--- src/hw/rtl/usq_pkg.sv ---
// Shared types, constants and helpers for the UV-sphere quad vertex generator.
// No dependencies.
package usq_pkg;

  localparam int unsigned RADIUS_W = 14;
  localparam int unsigned SLICE_W  = 9;
  localparam int unsigned LON_W    = 8;
  localparam int unsigned LAT_W    = 7;
  localparam int unsigned PHASE_W  = 16;
  localparam int unsigned COORD_W  = 16;
  localparam int unsigned SLOT_W   = 3;
  localparam int unsigned RCP_W    = 30;

  localparam int unsigned MAX_SLICES = 256;

  localparam logic [RADIUS_W-1:0] RADIUS_MAX   = 14'd8192;
  localparam logic [RADIUS_W-1:0] RADIUS_RESET = 14'd2458;
  localparam logic [SLICE_W-1:0]  SLICE_RESET  = 9'd50;
  localparam logic [SLICE_W-1:0]  SLICE_MIN    = 9'd6;
  localparam logic [PHASE_W-1:0]  QUARTER_TURN = 16'h4000;
  localparam logic [SLOT_W-1:0]   LAST_SLOT    = 3'd5;

  typedef enum logic {
    REG_RADIUS = 1'b0,
    REG_SLICES = 1'b1
  } reg_idx_t;

  typedef struct packed {
    logic               ok;
    logic [PHASE_W-1:0] phi0;
    logic [PHASE_W-1:0] phi1;
    logic [PHASE_W-1:0] th0;
    logic [PHASE_W-1:0] th1;
  } quad_t;

  // bit 0 selects the second longitude, bit 1 the second latitude
  function automatic logic [1:0] corner_of(input logic [SLOT_W-1:0] slot);
    logic [1:0] c;
    case (slot)
      3'd0: c = 2'd1;
      3'd1: c = 2'd2;
      3'd2: c = 2'd0;
      3'd3: c = 2'd3;
      3'd4: c = 2'd2;
      3'd5: c = 2'd1;
      default: c = 2'd0;
    endcase
    return c;
  endfunction

endpackage

--- src/hw/rtl/usq_queue.sv ---
// Two-entry queue of classified quads between front end and back end.
// Uses usq_pkg for the entry type.
module usq_queue import usq_pkg::*; (
  input  logic  clk,
  input  logic  rst_n,
  input  logic  push,
  input  quad_t push_data,
  output logic  full,
  input  logic  pop,
  output quad_t head,
  output logic  head_valid
);

  quad_t      mem_r [2];
  logic       wp_r, rp_r;
  logic [1:0] cnt_r;

  assign full       = cnt_r == 2'd2;
  assign head_valid = cnt_r != 2'd0;
  assign head       = mem_r[rp_r];

  always_ff @(posedge clk) begin
    if (!rst_n) begin
      wp_r  <= 1'b0;
      rp_r  <= 1'b0;
      cnt_r <= 2'd0;
    end else begin
      if (push) wp_r <= !wp_r;
      if (pop)  rp_r <= !rp_r;
      case ({push, pop})
        2'b10:   cnt_r <= cnt_r + 2'd1;
        2'b01:   cnt_r <= cnt_r - 2'd1;
        default: cnt_r <= cnt_r;
      endcase
    end
  end

  always_ff @(posedge clk) begin
    if (push) mem_r[wp_r] <= push_data;
  end

endmodule

--- config.mk ---
export PLATFORM = sky130hd
export DESIGN_NAME = usq_queue
export DESIGN_NICKNAME = d
export VERILOG_FILES = /design/src/hw/rtl/usq_pkg.sv /design/src/hw/rtl/usq_queue.sv
export SDC_FILE = /design/constraint.sdc
export NUM_CORES = 1
export LEC_CHECK = 0
export BUFFER_PORTS_ARGS = -buffer_cell sky130_fd_sc_hd__buf_2
export CAP_MARGIN = 20
export CORE_MARGIN = 4
export CORE_UTILIZATION = 45
export CTS_CLUSTER_SIZE = 14
export DETAILED_ROUTE_END_ITERATION = 8
export PLACE_DENSITY = 0.69
export RECOVER_POWER = 25
export SLEW_MARGIN = 20
export SYNTH_ARGS = -nofsm -noshare
export SYNTH_HDL_FRONTEND = slang
export SYNTH_SLANG_ARGS = --single-unit
--- constraint.sdc ---
create_clock -name clk -period 5.1 [get_ports clk]
set_input_delay 0.51 -clock clk [delete_from_list [all_inputs] [get_ports clk]]
set_output_delay 0.51 -clock clk [all_outputs]
set_load 0.02 [all_outputs]
==> impl_metrics.ini <==
[clock_tree]
clk-insertion-delay-late_ns = 0.50
cts.sinks = 135
cts_resized = 0
h-tree-depth = 4
cts.clk_slew.worst_paths_ns = 0.06
clk_path_buf_depth = 2
cts_setup_buffers = 0
hold_buffers = 0
tritoncts.num_buffers = 17
cts_root_buf = clkbuf_8
tritoncts = yes

[drt]
antenna_left = 0
first_pass_iters = 4
met3WireLength_um = 663
top_layer = met4
drt-met1-wl_um = 3540
drt_iter0_drc = 86
viasPerCell = 4.79
drt-total-wl_um = 8730
via_count = 2505
drc = 0
routedWlPerCell_um = 16.7
wl_met2_um = 4400

[placement]
postPlaceCellArea_um2 = 5730
hpwl_um = 5730
place.gp.congestion = 0.710
port_buffers = 135

[worst_setup_path]
start_kind = register
cp-end-kind = output pin
required_ns = 4.59
cp.arrival_ns = 2.39
r2r_end = mem_r[0][27]
worstPathMaxFanout = 37
path_class = reg -> out
timing.rr.start = wp_r
worst-r2r-setup-slack_ns = 3.23
rr_worst_depth = 3

[power]
leakagePower_nw = 2.37
power_mw = 2.87
cellPowerDensity_nw_per_um2 = 451
peakVddDrop_v = 0.000234

[min_path]
min_path_type = in -> reg
worstHoldEndpoint = mem_r[1][60]
hp-start = push_data[60]
hold_depth = 1

[finish]
final_common_cell = edfxtp_1
multi_input_comb_area_um2 = 857
register_area_um2 = 4010
antenna_cells = 0
stdcell_area_um2 = 6370
layout_common_cells = edfxtp_1 (130), buf_2 (118), mux2_2 (65)
syn_to_final_growth_pct = 30.0
fill_cells = 812
final_nets = 444
drive_above_1_share_pct = 57.4

[logic_synthesis]
synth_area_um2 = 4900
yosysTopAreaCellShare_pct = 79.6
yosys.area.top_type = edfxtp_1
synth_area_per_cell_um2 = 21.9
synthCells = 224
ys_types = 18
ys.warnings.count = 0
synthesis.nets = 294
yosysSeqAreaShare_pct = 81.7
ys_ff_latch = 135
synth.area.top_cells = edfxtp_1 (80%), mux2_2 (15%), dfxtp_1 (2.0%), buf_4 (0.77%), and2_1 (0.51%)

[global_route]
grt_usage_pct = 14.4
grt_antenna_before_repair = 0
grt_max_degree = 66
grt_pass1_vias = 2681
grt_overflow = 0
grt_pass1_wl_um = 13600

[sta]
fin_crit_sh_pct = 56.8
tns_ns = 0
layout_min_cycle_time_ns = 2.90
drv_slew = 0
fmax_ghz = 0.345
fin_skew_ns = 0.00472
whs_ns = 0.189
tightestPinTransition_ns = 0.886
hold_viol_final = 0
rsz0062_at_grt = false
relSlewSlack_pct = 40.9
setup_viol = 0

[floorplan]
initial_core_util_pct = 46.9
ios = 136
die_w_um = 112
die_area_um2 = 12600
fp.coreArea_um2 = 10500
chipHeight_um = 112
num_rows = 37

[run_status]
status = completed

[job]
drv_cap = 0
-- worst max path at each step --
stage               slack [ns]  cells after the start            to
global placement          2.63                      4  mem_r[0][14]
floorplan                 1.28                      2   mem_r[0][0]
detailed placement        2.65                      4  mem_r[0][27]
CTS                       2.11                      3      head[32]
global route              2.02                      3       head[4]
finish                    2.20                      3      head[32]
-- Yosys cell counts --
cell type  count
edfxtp_1     130
mux2_2        65
buf_4          5
dfxtp_1        5
and2_1         4
buf_2          2
xnor2_1        2
a21boi_1       1
and2b_2        1
ha_1           1
inv_1          1
nor2_1         1
nor2b_1        1
o21a_1         1
o21ai_0        1
or2_2          1
or3_1          1
xor2_1         1
-- per-layer routing --
metal | up-vias | global-route usage, %
met5 | - | 0
met2 | 98 | 23.7
li1 | 1187 | -
met1 | 1207 | 16.9
met4 | 0 | 7.21
met3 | 13 | 5.12
-- state kept, by name, summed over array words and instances, names as in the netlist, named ones only --
signal  flops
cnt_r       2
mem_r     130
rp_r        1
wp_r        1
-- cell families (layout without fill, tap and decap cells) --
kind of cell / count (synthesis) / in the layout / synth area share, %
adders and majority gates: 1 / 1 / 0.255
xor gates and xnor gates: 3 / 3 / 0.536
DFF: 135 / 135 / 81.7
AOI/OAI and AO/OA: 3 / 3 / 0.408
buffers and inverters: 8 / 171 / 1.05
muxes: 65 / 65 / 14.9
and+or+nand+nor: 9 / 9 / 1.15
-- cell type report --
type / count / share of cell area [%]
timing repair buffer: 138 / 10.9
tap: 136 / 2.67
clock inverter: 15 / 3.52
inverter: 1 / 0.0589
multi-input combinational: 81 / 13.5
clock buffer: 17 / 6.50
sequential: 135 / 62.9
-- through the flow --
step	instances	setup WS, ns	util [%]
4_1_cts	522	2.11	60.8
3_5_place_dp	490	2.65	54.7
5_1_grt	523	2.02	60.9
3_3_place_gp	490	2.63	54.7
2_1_floorplan	224	1.28	-
6_report	523	2.20	60.9
-- worst max-delay path: stages, from the launching register on --
cell     delay, ns
dfxtp_2       0.77
buf_4         0.53
mux2_2        0.40
buf_2         0.16
-- where the power goes --
| part | switching [mW] | total, mW | leakage (nW) | internal (mW) |
|---|---|---|---|---|
| sequential | 0.0230 | 1.30 | 1.26 | 1.28 |
| clock | 0.442 | 1.29 | 0.299 | 0.845 |
| combinational | 0.161 | 0.281 | 0.808 | 0.120 |
| total | 0.627 | 2.87 | 2.37 | 2.25 |
No activity file was read; power rests on OpenSTA's default activity.
