### src/hw/rtl/usq_pkg.sv
// Shared types, constants and helpers for the UV-sphere quad vertex generator.
// No dependencies.
package usq_pkg;

  localparam int unsigned RADIUS_W = 14;
  localparam int unsigned SLICE_W  = 9;
  localparam int unsigned LON_W    = 8;
  localparam int unsigned LAT_W    = 7;
  localparam int unsigned PHASE_W  = 16;
  localparam int unsigned COORD_W  = 16;
  localparam int unsigned SLOT_W   = 3;
  localparam int unsigned RCP_W    = 30;

  localparam int unsigned MAX_SLICES = 256;

  localparam logic [RADIUS_W-1:0] RADIUS_MAX   = 14'd8192;
  localparam logic [RADIUS_W-1:0] RADIUS_RESET = 14'd2458;
  localparam logic [SLICE_W-1:0]  SLICE_RESET  = 9'd50;
  localparam logic [SLICE_W-1:0]  SLICE_MIN    = 9'd6;
  localparam logic [PHASE_W-1:0]  QUARTER_TURN = 16'h4000;
  localparam logic [SLOT_W-1:0]   LAST_SLOT    = 3'd5;

  typedef enum logic {
    REG_RADIUS = 1'b0,
    REG_SLICES = 1'b1
  } reg_idx_t;

  typedef struct packed {
    logic               ok;
    logic [PHASE_W-1:0] phi0;
    logic [PHASE_W-1:0] phi1;
    logic [PHASE_W-1:0] th0;
    logic [PHASE_W-1:0] th1;
  } quad_t;

  // bit 0 selects the second longitude, bit 1 the second latitude
  function automatic logic [1:0] corner_of(input logic [SLOT_W-1:0] slot);
    logic [1:0] c;
    case (slot)
      3'd0: c = 2'd1;
      3'd1: c = 2'd2;
      3'd2: c = 2'd0;
      3'd3: c = 2'd3;
      3'd4: c = 2'd2;
      3'd5: c = 2'd1;
      default: c = 2'd0;
    endcase
    return c;
  endfunction

endpackage

### src/hw/rtl/usq_front.sv
// Front end: accepts quads, checks range and works out the four phases.
// Holds the reciprocal of slice_count, rebuilt after reset and each slice_count write. Uses usq_pkg.
module usq_front import usq_pkg::*; (
  input  logic               clk,
  input  logic               rst_n,
  input  logic               in_valid,
  output logic               in_ready,
  input  logic [LON_W-1:0]   in_longitude_index,
  input  logic [LAT_W-1:0]   in_latitude_index,
  input  logic [SLICE_W-1:0] slices,
  input  logic               rcp_start,
  input  logic               q_full,
  output logic               push,
  output quad_t              push_data
);

  localparam int unsigned NUM_W = SLICE_W + PHASE_W;
  localparam int unsigned QE_W  = 23;
  localparam logic [5:0]  RCP_LAST = 6'd32;

  logic               rcp_busy_r;
  logic [5:0]         rcp_cnt_r;
  logic [SLICE_W-1:0] rcp_rem_r;
  logic [RCP_W-1:0]   rcp_q_r;
  logic [SLICE_W:0]   rcp_rem2;
  logic               rcp_ge;
  logic [SLICE_W:0]   rcp_rem_nxt;

  always_comb begin
    rcp_rem2    = {rcp_rem_r, (rcp_cnt_r == 6'd0)};
    rcp_ge      = rcp_rem2 >= {1'b0, slices};
    rcp_rem_nxt = rcp_ge ? rcp_rem2 - {1'b0, slices} : rcp_rem2;
  end

  always_ff @(posedge clk) begin
    if (!rst_n) begin
      rcp_busy_r <= 1'b1;
      rcp_cnt_r  <= 6'd0;
      rcp_rem_r  <= '0;
    end else if (rcp_start) begin
      rcp_busy_r <= 1'b1;
      rcp_cnt_r  <= 6'd0;
      rcp_rem_r  <= '0;
    end else if (rcp_busy_r) begin
      rcp_rem_r <= rcp_rem_nxt[SLICE_W-1:0];
      rcp_q_r   <= {rcp_q_r[RCP_W-2:0], rcp_ge};
      rcp_cnt_r <= rcp_cnt_r + 6'd1;
      if (rcp_cnt_r == RCP_LAST) rcp_busy_r <= 1'b0;
    end
  end

  logic [LON_W-1:0] k_r;
  logic [LAT_W-1:0] i_r;
  logic             ok_r;
  logic [2:0]       cnt_r;
  logic             issuing;
  logic             adv;
  logic             accept;

  logic             a_v_r, b_v_r;
  logic [1:0]       a_idx_r, b_idx_r;
  logic             a_ok_r, b_ok_r;
  logic [NUM_W-1:0] a_num_r, b_num_r;
  logic [NUM_W+RCP_W-1:0] a_prod_r;
  logic [QE_W-1:0]  b_qe_r;
  logic [31:0]      b_dq_r;
  logic [PHASE_W-1:0] ph0_r, ph1_r, ph2_r;

  logic [SLICE_W-1:0] n_sel;
  logic [NUM_W-1:0]   num;
  logic [QE_W-1:0]    qe;
  logic [NUM_W-1:0]   rem;
  logic [QE_W-1:0]    q_fix;

  assign issuing  = !cnt_r[2];
  assign adv      = !(b_v_r && (b_idx_r == 2'd3) && q_full);
  assign in_ready = !rcp_busy_r && cnt_r[2];
  assign accept   = in_valid && in_ready;

  always_comb begin
    case (cnt_r[1:0])
      2'd0: n_sel = {1'b0, k_r};
      2'd1: n_sel = {1'b0, k_r} + 9'd1;
      2'd2: n_sel = {2'b0, i_r};
      2'd3: n_sel = {2'b0, i_r} + 9'd1;
      default: n_sel = '0;
    endcase
    num   = {n_sel, {PHASE_W{1'b0}}} + {{(PHASE_W+1){1'b0}}, slices[SLICE_W-1:1]};
    qe    = a_prod_r[NUM_W+RCP_W-1 -: QE_W];
    rem   = b_num_r - b_dq_r[NUM_W-1:0];
    q_fix = (rem >= {{PHASE_W{1'b0}}, slices}) ? b_qe_r + 23'd1 : b_qe_r;
  end

  always_ff @(posedge clk) begin
    if (!rst_n) begin
      cnt_r <= 3'd4;
      a_v_r <= 1'b0;
      b_v_r <= 1'b0;
    end else begin
      if (accept) begin
        cnt_r <= 3'd0;
      end else if (issuing && adv) begin
        cnt_r <= cnt_r + 3'd1;
      end
      if (adv) begin
        a_v_r <= issuing;
        b_v_r <= a_v_r;
      end
    end
  end

  always_ff @(posedge clk) begin
    if (accept) begin
      k_r  <= in_longitude_index;
      i_r  <= in_latitude_index;
      ok_r <= ({1'b0, in_longitude_index} < slices) &&
              ({2'b0, in_latitude_index} < {1'b0, slices[SLICE_W-1:1]});
    end
    if (adv) begin
      a_idx_r  <= cnt_r[1:0];
      a_ok_r   <= ok_r;
      a_num_r  <= num;
      a_prod_r <= num * rcp_q_r;
      b_idx_r  <= a_idx_r;
      b_ok_r   <= a_ok_r;
      b_num_r  <= a_num_r;
      b_qe_r   <= qe;
      b_dq_r   <= 32'(qe * slices);
      if (b_v_r) begin
        case (b_idx_r)
          2'd0: ph0_r <= q_fix[PHASE_W-1:0];
          2'd1: ph1_r <= q_fix[PHASE_W-1:0];
          2'd2: ph2_r <= q_fix[PHASE_W-1:0];
          default: ;
        endcase
      end
    end
  end

  assign push = b_v_r && (b_idx_r == 2'd3) && !q_full;
  always_comb begin
    push_data.ok   = b_ok_r;
    push_data.phi0 = ph0_r;
    push_data.phi1 = ph1_r;
    push_data.th0  = ph2_r;
    push_data.th1  = q_fix[PHASE_W-1:0];
  end

endmodule

### config.mk
export PLATFORM = sky130hd
export DESIGN_NAME = usq_front
export DESIGN_NICKNAME = d
export VERILOG_FILES = /design/src/hw/rtl/usq_pkg.sv /design/src/hw/rtl/usq_front.sv
export SDC_FILE = /design/constraint.sdc
export NUM_CORES = 2
export LEC_CHECK = 0
export BUFFER_PORTS_ARGS = -buffer_cell sky130_fd_sc_hd__buf_2
export CAP_MARGIN = 30
export CORE_ASPECT_RATIO = 2
export CORE_MARGIN = 5
export CORE_UTILIZATION = 61
export CTS_BUF_LIST = sky130_fd_sc_hd__clkbuf_8
export CTS_CLUSTER_SIZE = 12
export DETAILED_ROUTE_END_ITERATION = 16
export PLACE_DENSITY = 0.78
export SYNTH_ARGS = -nofsm -noshare
export SYNTH_HDL_FRONTEND = slang
export SYNTH_SLANG_ARGS = --single-unit
### constraint.sdc
create_clock -name clk -period 10.7 [get_ports clk]
set_input_delay 1.07 -clock clk [delete_from_list [all_inputs] [get_ports clk]]
set_output_delay 1.07 -clock clk [all_outputs]
set_load 0.02 [all_outputs]
==> metrics.csv <==
stage,metric,value,unit
logic_synthesis,synth_area,31300,um2
critical_path,worst-path-buf-inv,4,
placed_design,port_buffers,95,
logic_synthesis,syn_inst,3163,
sta,clock_skew,57.2,ps
critical_path,r2r_start,cnt_r[0],
hold_path,hold_depth,0,
clock_tree,cts_made_buffers,37,
sta,min_period,9100,ps
critical_path,cp_top_family,adder cells,
clock_tree,tritoncts,built,
clock_tree,cts_buffer_depth,3,
cells_and_area,drive_gt1_frac,0.0631,
clock_tree,cts_root_buf,clkbuf_8,
placed_design,gp_congestion,1.01,
floorplanning,initial_core_util,0.615,
cells_and_area,area_delta_synth_final,5.94,%
critical_path,worstRegToRegCells,29,
logic_synthesis,synthAdderAreaFrac,0.465,
logic_synthesis,ys_warn_count,0,
clock_tree,cts-resized-gates,0,
global_route,grt_pass1_wl,128,mm
detailed_routing,via_per_inst,5.83,
detailed_routing,drtIter0Drc,1372,
sta,grt_setup_unrepaired,no,
logic_synthesis,synth_compound_area_frac,0.0522,
logic_synthesis,synth_ff_type,edfxtp_1,
clock_tree,cts_sinks,219,
sta,timing.final.crit_share,0.851,
cells_and_area,fillCellCount,4003,
logic_synthesis,ys_seq_area_frac,0.203,
placed_design,place_ws,1560,ps
floorplanning,dieArea,56300,um2
critical_path,crit_type,flop to flop,
logic_synthesis,syn_nets,4038,
clock_tree,path_clk_slew,70,ps
global_route,antenna_found_initial,2,
logic_synthesis,ys_async_sr_fraction,0,
floorplanning,rows,117,
critical_path,startpoint_type,flop,
detailed_routing,drc_errors,0,
sta,setup_viol,0,
hold_path,whs_endpoint,b_num_r[22],
detailed_routing,ant_nets,0,
placed_design,dp_hpwl,62.0,mm
clock_tree,post_cts_buffers,0,
sta,fmax,110,MHz
critical_path,crit_top_cell,fa_1,
critical_path,arrival,9420,ps
global_route,grt_pass1_vias,25503,
sta,tightest_slew,986,ps
global_route,grt_busiest_layer,met2,
sta,fin_tns_setup,0,ps
logic_synthesis,syn_avg_cell_area,9.91,um2
critical_path,critical_path_depth,29,
critical_path,r2r_slack,1600,ps
floorplanning,dieHeight,331,um
critical_path,worstPathRequired,11020,ps
logic_synthesis,ys_ff_latch,219,
detailed_routing,routed_wl,80.2,mm
status,status,"finished, final reports clean",
critical_path,crit_path_end_kind,flop,
cells_and_area,nets,4079,
job,cap_viol_max_count,0,
logic_synthesis,synth_area_leaders,"fa_1 (34%), edfxtp_1 (19%), ha_1 (13%)",
logic_synthesis,synth_top_family_by_area,adder cells,
clock_tree,cts_htree_levels,2,
global_route,gr-usage-met2,0.549,
floorplanning,die_w,170,um
global_route,overflow,0,
logic_synthesis,synth-simple-area-share,0.156,
logic_synthesis,ys_types,68,
critical_path,critical_path.slowest_cell,fa_1,
detailed_routing,firstDrtPassIters,6,
clock_tree,clk_latency,610,ps
sta,worst_slack,1600,ps
global_route,grt_max_degree,56,
clock_tree,holdBufCountCts,0,
global_route,use_met1,0.300,
floorplanning,coreArea,50900,um2
critical_path,critical_path.max_stage_delay,550,ps
logic_synthesis,synthMuxAreaShare,0.00423,
hold_path,hp-start,a_num_r[22],
global_route,grt_use_total,0.293,
sta,maxSlewHeadroom,0.343,
detailed_routing,wl_per_cell,20.6,um
hold_path,hold_class,flop to flop,
logic_synthesis,synth-edff-count,198,
logic_synthesis,synth_top_area_frac,0.339,
critical_path,worstReg2RegEnd,a_prod_r[51],
global_route,use_met3,0.0345,
logic_synthesis,synth_top_area_cell,fa_1,
detailed_routing,vias,22671,
sta,hold_viol_final,0,
logic_synthesis,synth_xor_area_frac,0.0265,
sta,slew_viol_final,0,
critical_path,cp_max_fo,12,
floorplanning,ioPinCount,96,
==> cell type report <==
| cell class | instances | area (um2) | area share |
|---|---|---|---|
| diodes | 2 | 5.00 | 0.000151 |
| clock buffers | 37 | 509 | 0.0153 |
| clock inverters | 30 | 184 | 0.00554 |
| inverters | 645 | 2420 | 0.0730 |
| multi-input cells | 2172 | 22100 | 0.666 |
| flip-flops and latches | 219 | 6370 | 0.192 |
| well taps | 654 | 818 | 0.0246 |
| repair buffers | 129 | 773 | 0.0233 |
==> layout by cell type, fill, tap and decap left out, drive strengths merged, types with 4 or more instances in the layout <==
cell type,Yosys,layout
nor3,22,22
and2,332,332
o31ai,5,5
a211oi,19,19
clkinv,0,14
o21bai,5,5
a221oi,6,6
nor4,6,6
o2111ai,5,5
nor2,80,80
o211ai,6,6
nor3b,5,5
nand4,17,17
buf,9,129
mux2i,11,11
o21a,9,9
a21o,32,32
nand2b,19,19
o22ai,4,4
nand3,22,22
a21oi,69,69
clkbuf,118,37
xor2,43,43
dfxtp,21,21
nor2b,50,50
and3,8,8
inv,645,658
fa,531,531
or3,4,4
edfxtp,198,198
nand2,392,392
ha,315,315
a31oi,4,4
a2111oi,4,4
o21ai,58,58
xnor2,52,52
==> synthesized netlist by cell type, drive strengths merged, types with 2 or more instances <==
| master | n |
|---|---|
| a31oi | 4 |
| nand2 | 392 |
| o31ai | 5 |
| a21o | 32 |
| a21boi | 3 |
| ha | 315 |
| or3 | 4 |
| a31o | 2 |
| a2111oi | 4 |
| a311oi | 3 |
| nand2b | 19 |
| o22ai | 4 |
| nor2 | 80 |
| nor4b | 3 |
| nand4 | 17 |
| o211ai | 6 |
| o21a | 9 |
| xnor2 | 52 |
| fa | 531 |
| buf | 9 |
| nand3b | 3 |
| or2 | 2 |
| mux2 | 2 |
| and4 | 3 |
| inv | 645 |
| a21oi | 69 |
| a221oi | 6 |
| nor3 | 22 |
| and3 | 8 |
| a211o | 3 |
| o311ai | 2 |
| and2 | 332 |
| xor2 | 43 |
| a211oi | 19 |
| edfxtp | 198 |
| nor2b | 50 |
| o21ai | 58 |
| mux2i | 11 |
| nand3 | 22 |
| nor4 | 6 |
| nor3b | 5 |
| o2111ai | 5 |
| clkbuf | 118 |
| o21bai | 5 |
| dfxtp | 21 |
==> metrics by stage <==
stage / instances / hold WS [ps] / util / instance area, um2
CTS: 3885 / 413 / 0.651 / 33200
detailed placement: 3818 / 406 / 0.638 / 32500
global route: 3887 / 427 / 0.652 / 33200
finish: 3888 / 413 / 0.652 / 33200
floorplan: 3163 / 400 / - / 31300
global placement: 3815 / 401 / 0.637 / 32400
==> how the worst max path moves through the flow <==
stage                   from      endpoint
detailed placement  cnt_r[0]  a_prod_r[51]
CTS                 cnt_r[0]  a_prod_r[51]
global route        cnt_r[0]  a_prod_r[51]
global placement    cnt_r[0]  a_prod_r[51]
floorplan           cnt_r[0]  a_prod_r[51]
finish              cnt_r[0]  a_prod_r[51]
==> flip-flops by register name, indices dropped and copies added (netlist names), 16 cells and up <==
name	cells
b_num_r	17
b_qe_r	16
a_num_r	17
ph1_r	16
ph2_r	16
b_dq_r	25
rcp_q_r	30
ph0_r	16
a_prod_r	23
==> kinds of logic after synthesis <==
family	Yosys count
AOI/OAI and AO/OA	247
DFF	219
buffers and inverters	772
xor gates and xnor gates	95
and+or+nand+nor	971
muxes	13
adders and majority gates	846
==> layer usage <==
layer / wire (um) / up-vias
met5: 0 / -
met4: 6350 / 0
met3: 4430 / 370
met2: 43800 / 882
met1: 25600 / 11562
li1: - / 9857
==> worst reg2reg max path: cells and delay by family (launching register included) <==
kind / cells / cell delay (ps)
fa+ha+maj: 9 / 4190
compound gates: 11 / 2800
simple gates: 4 / 830
buf+inv: 4 / 540
flops: 1 / 440
xor+xnor: 1 / 70
Power is left out: the tool's default activity adds up to more than one toggle a clock period on the data nets, which glitch-free logic cannot reach.
